### src/rtl/core/sip_pkg.sv
// Shared constants and types for the segment intersection point pipeline.
`default_nettype none

package sip_pkg;

  localparam int DEF_COORD_BITS = 10;

  typedef struct packed {
    logic hit;
    logic parallel;
    logic neg_x;
    logic neg_y;
    logic sat_x;
    logic sat_y;
  } sip_flags_t;

endpackage

`default_nettype wire

### src/rtl/core/sip_div_stage.sv
// One restoring-division step for both quotients, with its own pipeline register.
`default_nettype none

module sip_div_stage
  import sip_pkg::*;
#(
  parameter int COORD_BITS = DEF_COORD_BITS,
  parameter int NUM_BITS   = 3 * DEF_COORD_BITS + 5,
  parameter int SHIFT      = 0
) (
  input  wire logic                  clk,
  input  wire logic                  rst,
  input  wire logic                  up_valid,
  output logic                       up_ready,
  input  wire sip_flags_t            up_flags,
  input  wire logic [NUM_BITS-1:0]   up_rx,
  input  wire logic [NUM_BITS-1:0]   up_ry,
  input  wire logic [NUM_BITS-1:0]   up_den,
  input  wire logic [COORD_BITS-1:0] up_qx,
  input  wire logic [COORD_BITS-1:0] up_qy,
  output logic                       dn_valid,
  input  wire logic                  dn_ready,
  output sip_flags_t                 dn_flags,
  output logic [NUM_BITS-1:0]        dn_rx,
  output logic [NUM_BITS-1:0]        dn_ry,
  output logic [NUM_BITS-1:0]        dn_den,
  output logic [COORD_BITS-1:0]      dn_qx,
  output logic [COORD_BITS-1:0]      dn_qy
);

  logic [NUM_BITS-1:0]   den_sh;
  logic                  take_x;
  logic                  take_y;
  logic [COORD_BITS-1:0] qbit;

  assign up_ready = !dn_valid || dn_ready;
  assign den_sh   = up_den << SHIFT;
  assign take_x   = up_rx >= den_sh;
  assign take_y   = up_ry >= den_sh;
  assign qbit     = COORD_BITS'(1) << SHIFT;

  always_ff @(posedge clk) begin
    if (rst) begin
      dn_valid <= 1'b0;
    end else if (up_ready) begin
      dn_valid <= up_valid;
    end
  end

  always_ff @(posedge clk) begin
    if (up_ready) begin
      dn_flags <= up_flags;
      dn_den   <= up_den;
      dn_rx    <= take_x ? up_rx - den_sh : up_rx;
      dn_ry    <= take_y ? up_ry - den_sh : up_ry;
      dn_qx    <= take_x ? (up_qx | qbit) : up_qx;
      dn_qy    <= take_y ? (up_qy | qbit) : up_qy;
    end
  end

endmodule

`default_nettype wire

### config.mk
export PLATFORM = sky130hd
export DESIGN_NAME = sip_div_stage
export DESIGN_NICKNAME = d
export VERILOG_FILES = /design/src/rtl/core/sip_pkg.sv /design/src/rtl/core/sip_div_stage.sv
export SDC_FILE = /design/constraint.sdc
export NUM_CORES = 1
export LEC_CHECK = 0
export BUFFER_PORTS_ARGS = -buffer_cell sky130_fd_sc_hd__buf_2
export CAP_MARGIN = 15
export CELL_PAD_IN_SITES_DETAIL_PLACEMENT = 0
export CELL_PAD_IN_SITES_GLOBAL_PLACEMENT = 1
export CORE_ASPECT_RATIO = 0.7
export CORE_MARGIN = 3
export CORE_UTILIZATION = 40
export CTS_BUF_LIST = sky130_fd_sc_hd__clkbuf_16
export DETAILED_ROUTE_END_ITERATION = 6
export HOLD_SLACK_MARGIN = 0.1
export PLACE_DENSITY = 0.8
export SLEW_MARGIN = 20
export SYNTH_ARGS = -nofsm -noshare
export SYNTH_HDL_FRONTEND = slang
export SYNTH_SLANG_ARGS = --single-unit
export TNS_END_PERCENT = 5
### constraint.sdc
create_clock -name clk -period 5.5 [get_ports clk]
set_input_delay 0.825 -clock clk [delete_from_list [all_inputs] [get_ports clk]]
set_output_delay 0.825 -clock clk [all_outputs]
set_load 0.05 [all_outputs]
==> results of run 1 <==
==> state kept, by name, summed over array words and instances (netlist names) <==
signal,flops
dn_den,35
dn_rx,35
dn_ry,35
dn_qx,10
dn_qy,10
dn_flags,6
dn_valid,1
==> where the power goes <==
| part | internal [mW] | total [mW] | switching, mW |
|---|---|---|---|
| logic | 0.412 | 1.31 | 0.893 |
| registers | 1.26 | 1.29 | 0.0336 |
| clock network | 0.662 | 1.11 | 0.453 |
| total | 2.33 | 3.71 | 1.38 |
==> worst max-delay path, cell delays in order <==
cell      delay [ns]
buf_2           0.10
inv_1           0.09
ha_1            0.38
nand2_1         0.07
o21ai_0         0.46
a221o_1         0.26
a31oi_2         0.06
a211oi_2        0.39
nor4_1          0.15
o21bai_4        0.74
buf_4           0.36
mux2_1          0.36
==> metal layers <==
| metal | routed length [um] | track usage [%] |
|---|---|---|
| met1 | 12040 | 29.87 |
| met2 | 10610 | 30.55 |
| met3 | 2167 | 6.074 |
| met5 | 32 | 0 |
| met4 | 284 | 5.953 |
==> cell usage after synthesis, types with 3 or more instances <==
library cell / n
xnor2_1: 39
nand3_1: 15
o31ai_1: 3
a211oi_1: 3
mux2_1: 12
and2_1: 5
and4_1: 3
buf_2: 7
nor4_1: 4
a21o_1: 40
or2_2: 4
nor2_1: 50
and3_1: 6
o21a_1: 4
xor2_1: 22
nand4_1: 6
edfxtp_1: 131
o21bai_1: 8
mux2_4: 26
a211oi_2: 4
mux2_2: 9
clkbuf_1: 12
nand2b_1: 5
a31oi_1: 12
a21oi_1: 82
ha_1: 70
nand2_1: 37
mux2i_1: 3
nor3_1: 8
nor2b_1: 5
buf_6: 3
inv_1: 54
o21ai_1: 3
o21ai_0: 28
==> layout make-up <==
cell class / instances / area share (%)
Inverter: 54 / 1.854
Clock inverter: 15 / 1.316
Timing Repair Buffer: 271 / 12.50
Tap cell: 276 / 3.159
Sequential cell: 132 / 36.17
Antenna cell: 1 / 0.02289
Clock buffer: 17 / 3.892
Multi-Input combinational cell: 564 / 41.08
==> path summary, 6_finish.rpt <==
| check | cells past startpoint | endpoint | startpoint | slack, ns |
|---|---|---|---|---|
| setup / recovery | 12 | dn_ry[4] | up_den[14] | 1.41 |
| hold / removal | 2 | dn_valid | rst | 0.55 |
| setup reg to reg | 2 | dn_den[21] | dn_valid | 3.25 |
| hold reg to reg | 1 | dn_qy[9] | dn_valid | 1.11 |
==> cells by family (layout without fill, tap and decap cells) <==
family	Yosys count	count (layout)	share of synthesized area (%)
simple gates	157	157	8.688
compound gates	224	224	18.36
xor+xnor	61	61	6.111
other cells	0	1	0
flops	132	132	45.23
buf+inv	76	357	3.621
fa+ha+maj	72	72	10.48
mux	50	50	7.514
==> flow_metrics.tcl, run 1 <==
set metrics [dict create \
    die_h_um 129.7 \
    cp-start-kind "input pin" \
    yosysWarningCount 0 \
    netlist_top_cells_area "edfxtp_1 (45%), ha_1 (10%), a21oi_1 (4.7%)" \
    setup_slack_ns 1.411 \
    portBuffers 267 \
    hold_viol 0 \
    fin_setup_tns_ns 0 \
    postLayoutCoreUtil_pct 51.84 \
    total_power_mw 3.713 \
    fin_nets 1247 \
    vias 6940 \
    skew_ns 0.006851 \
    pre_cts_slack_ns 1.045 \
    io_pins 268 \
    route.detailed.drc 0 \
    max_freq_ghz 0.2446 \
    yosys_most_used_dff "edfxtp_1" \
    holdWs_ns 0.5537 \
    mostFrequentLayoutCells "buf_2 (267), edfxtp_1 (131), a21oi_1 (82)" \
    synth_largest_area_cell "edfxtp_1" \
    die_w_um 182.7 \
    clk_latency_ns 0.42 \
    rows 44 \
    drive_gt1_share_pct 34.76 \
    synth.avg_cell_area_um2 11.32 \
    place_hpwl_mm 19.88 \
    grt-ovfl-total 0 \
    cp_max_fo 33 \
    slew-limit-headroom_pct 30.12 \
    drtAntennaViolNets 0 \
    ys_seq_area_share_pct 45.23 \
    dr.first_iter.drc_count 487 \
    status "completed" \
    cts_tree "done" \
    yosys.cell_types.count 72 \
    hold_buffers 0 \
    multi_input_area_um2 4491 \
    final_cells 1330 \
    cts_setup_buffers 0 \
    start_util_pct 41.46 \
    grt_max_degree 77 \
    clock-sinks 132 \
    drv_cap 0 \
    hold_class "input pin to register" \
    wl_mm 25.13 \
    grt_setup_unrepaired "false" \
    clk_pin_slew_ns 0.06 \
    cts_resized 0 \
    post_dp_cell_area_um2 10360 \
    crit_type "input pin to register" \
    stdcell_area_um2 10930 \
    setup_violations 0 \
    synth_top_area_share_pct 45.00 \
    cellLeakagePower_nw 5.014 \
    timing.final.crit_share_pct 74.35 \
    dp.cells 1297 \
    drv_slew 0 \
    dieArea_um2 23690 \
    layout_commonest_cell "buf_2" \
    grt_pass1_wl_mm 37.16 \
    required_ns 5.67 \
    core_um2 21090 \
    worstPathArrival_ns 4.26 \
    powerDensity_nw_per_um2 339.7 \
    crit_path_end_kind "register" \
    wl_per_cell_um 18.90 \
    ys_ff_latch 132 \
    dr.pass1.iters 5 \
    synthCells 772 \
    synth_edf_count 131 \
    vias_per_cell 5.218 \
    peakVddDrop_mv 0.2186 \
    cts-root-buf "clkbuf_16" \
    grt_use_total_pct 20.77 \
    htreeDepth 4 \
    antenna_found_initial 3 \
    syn_nets 979 \
    numCtsBuffers 17 \
    n_fill_cell 1980 \
    grt_pass1_vias 6534 \
    place_congestion 0.8451 \
    netlist_area_um2 8742 \
    area_delta_synth_final_pct 25.03 \
    period_needed_ns 4.089 \
    async_reset_ff_share_pct 0 \
    seq_area_um2 3954 \
    clockBufferDepth 2 \
    worst_pin_slew_ns 1.048 \
]
Note: power is estimated with default switching activity, not from simulation.
==> run 2, diff against run 1 <==
==> constraint.sdc (replaced) <==
create_clock -name clk -period 3.9 [get_ports clk]
set_input_delay 0.585 -clock clk [delete_from_list [all_inputs] [get_ports clk]]
set_output_delay 0.585 -clock clk [all_outputs]
set_load 0.05 [all_outputs]
==> run 2 against run 1 <==
Net effect: clock-buffer cell count is the same; die area is the same; sequential share of layout area shrank 0.41 points; critical path type unchanged; highest routed layer unchanged.
==> flow_metrics.tcl, run 2 (synthesized netlist as in run 1, its figures left out) <==
set metrics [dict create \
    grt_pass1_vias 6634 \
    seq_area_um2 3954 \
    fin_setup_tns_ns 0 \
    combPwrFrac_pct 35.3 \
    wl_per_cell_um 18.89 \
    cts_setup_buffers 0 \
    clock_power_share_pct 30.3 \
    htreeDepth 4 \
    hold_depth 2 \
    timing.final.crit_share_pct 88.14 \
    skew_ns 0.004441 \
    route.detailed.drc 0 \
    cp_slowest_cell "a2111oi_4" \
    clk_pin_slew_ns 0.06 \
    grt_use_total_pct 21.09 \
    grt_max_degree 96 \
    wl_mm 25.27 \
    dr.first_iter.drc_count 461 \
    cp-start-kind "input pin" \
    holdWs_ns 0.3058 \
    start_util_pct 41.46 \
    cts-root-buf "clkbuf_16" \
    clockBufferDepth 2 \
    antenna_found_initial 4 \
    n_fill_cell 1973 \
    cts_tree "done" \
    worstPathArrival_ns 3.61 \
    place_congestion 0.8533 \
    clk_latency_ns 0.42 \
    vias 7006 \
    powerDensity_nw_per_um2 478.3 \
    peakVddDrop_mv 0.2793 \
    hold-path-endpoint "dn_valid" \
    min_from "rst" \
    cts_resized 0 \
    crit_type "input pin to register" \
    power_frac_seq_pct 34.4 \
    drv_cap 0 \
    core_um2 21090 \
    hold_class "input pin to register" \
    drv_slew 0 \
    ff2ff_setup_slack_ns 2.51 \
    area_delta_synth_final_pct 26.45 \
    stdcell_area_um2 11050 \
    dieArea_um2 23690 \
    die_w_um 182.7 \
    cp_cell_sequence "buf_2, inv_1, ha_1, inv_1, fa_1, a21oi_2, o221ai_4, a2111oi_4, o31ai_4, a211oi_4, o41ai_2, a211oi_2, xnor2_1, mux2_2" \
    grt_pass1_wl_mm 38.09 \
    power_switching_mw 1.967 \
    slew-limit-headroom_pct 58.82 \
    rows 44 \
    setup_violations 0 \
    reg_top3 "dn_den (35), dn_rx (35), dn_ry (35)" \
    required_ns 4.08 \
    diodes 0 \
    layout_commonest_cell "buf_2" \
    hold_viol 0 \
    cellLeakagePower_nw 5.075 \
    worst_r2r_path_depth 2 \
    post_dp_cell_area_um2 10480 \
    period_needed_ns 3.437 \
    regToRegEndpoint "dn_qy[7]" \
    p_int_mw 3.321 \
    dr.pass1.iters 5 \
    switching_share_pct 37.20 \
    numCtsBuffers 17 \
    regToRegStartpoint "dn_valid" \
    io_pins 268 \
    mostFrequentLayoutCells "buf_2 (267), edfxtp_1 (131), a21oi_1 (82)" \
    portBuffers 267 \
    fin_nets 1256 \
    multi_input_area_um2 4491 \
    cpMostUsedCell "inv_1" \
    clock-sinks 132 \
    drtAntennaViolNets 0 \
    critPathMaxStageDelay_ns 0.52 \
    cp_max_fo 3 \
    status "completed" \
    grt-ovfl-total 0 \
    crit_path_end_kind "register" \
    place_hpwl_mm 20.00 \
    grt_setup_unrepaired "false" \
    hold_buffers 0 \
    drive_gt1_share_pct 35.31 \
    max_freq_ghz 0.2909 \
    die_h_um 129.7 \
    worst_pin_slew_ns 0.6177 \
    vias_per_cell 5.236 \
]
[run 2: changes by cell type in the layout (fill, tap and decap cells not counted)]
cell / previous run / this run
clkinv_2: 3 / 1
clkinvlp_4: 3 / 2
buf_12: 0 / 4
diode_2: 1 / 0
clkinv_1: 1 / 3
inv_6: 1 / 5
clkinv_4: 3 / 2
buf_4: 4 / 9
inv_1: 56 / 54
[run 2: worst max-delay path by stage]
stage,from,endpoint,slack [ns]
floorplan,up_ry[0],dn_ry[26],0.53
global placement,up_rx[0],dn_rx[30],0.11
detailed placement,up_rx[0],dn_rx[30],0.04
CTS,up_rx[0],dn_rx[30],0.49
global route,up_ry[0],dn_ry[26],0.30
finish,up_rx[0],dn_rx[30],0.46
[run 2: power by group through the flow]
stage	combinational, mW	clock [mW]	sequential (mW)
finish	1.87	1.60	1.82
global route	2.00	1.69	1.83
CTS	1.87	1.64	1.82
detailed placement	1.86	0	1.85
global placement	1.85	0	1.84
floorplan	0.775	0	2.48
[run 2: layer usage]
| metal | up-vias | wire [um] | GRT usage (%) |
|---|---|---|---|
| met5 | - | 47 | 0 |
| met4 | 6 | 342 | 5.282 |
| met3 | 28 | 2172 | 6.436 |
| met2 | 250 | 10730 | 31.55 |
| met1 | 3280 | 11980 | 30.05 |
| li1 | 3442 | - | - |
[run 2: area by class of cell]
class	instances	area share (%)
Multi-Input combinational cell	564	40.62
Sequential cell	132	35.77
Clock inverter	15	1.381
Inverter	54	1.834
Clock buffer	17	3.848
Timing Repair Buffer	280	13.42
Tap cell	276	3.124
[run 2: stage by stage]
stage / worst slack, ns / power [mW] / instances / utilization [%]
finish: 0.4626 / 5.287 / 1338 / 52.43
global placement: 0.1069 / 3.696 / 1306 / 49.69
detailed placement: 0.03770 / 3.706 / 1306 / 49.69
floorplan: 0.5274 / 3.253 / 772 / -
global route: 0.3028 / 5.529 / 1338 / 52.43
CTS: 0.4863 / 5.328 / 1338 / 52.43
[run 2: worst max-delay path: cells and delay by family]
kind,cells,cell delay (ns)
adder cells (fa/ha/maj),2,0.58
AO/OA/AOI/OAI,7,1.90
multiplexers,1,0.25
buffers and inverters,3,0.22
XOR/XNOR,1,0.08
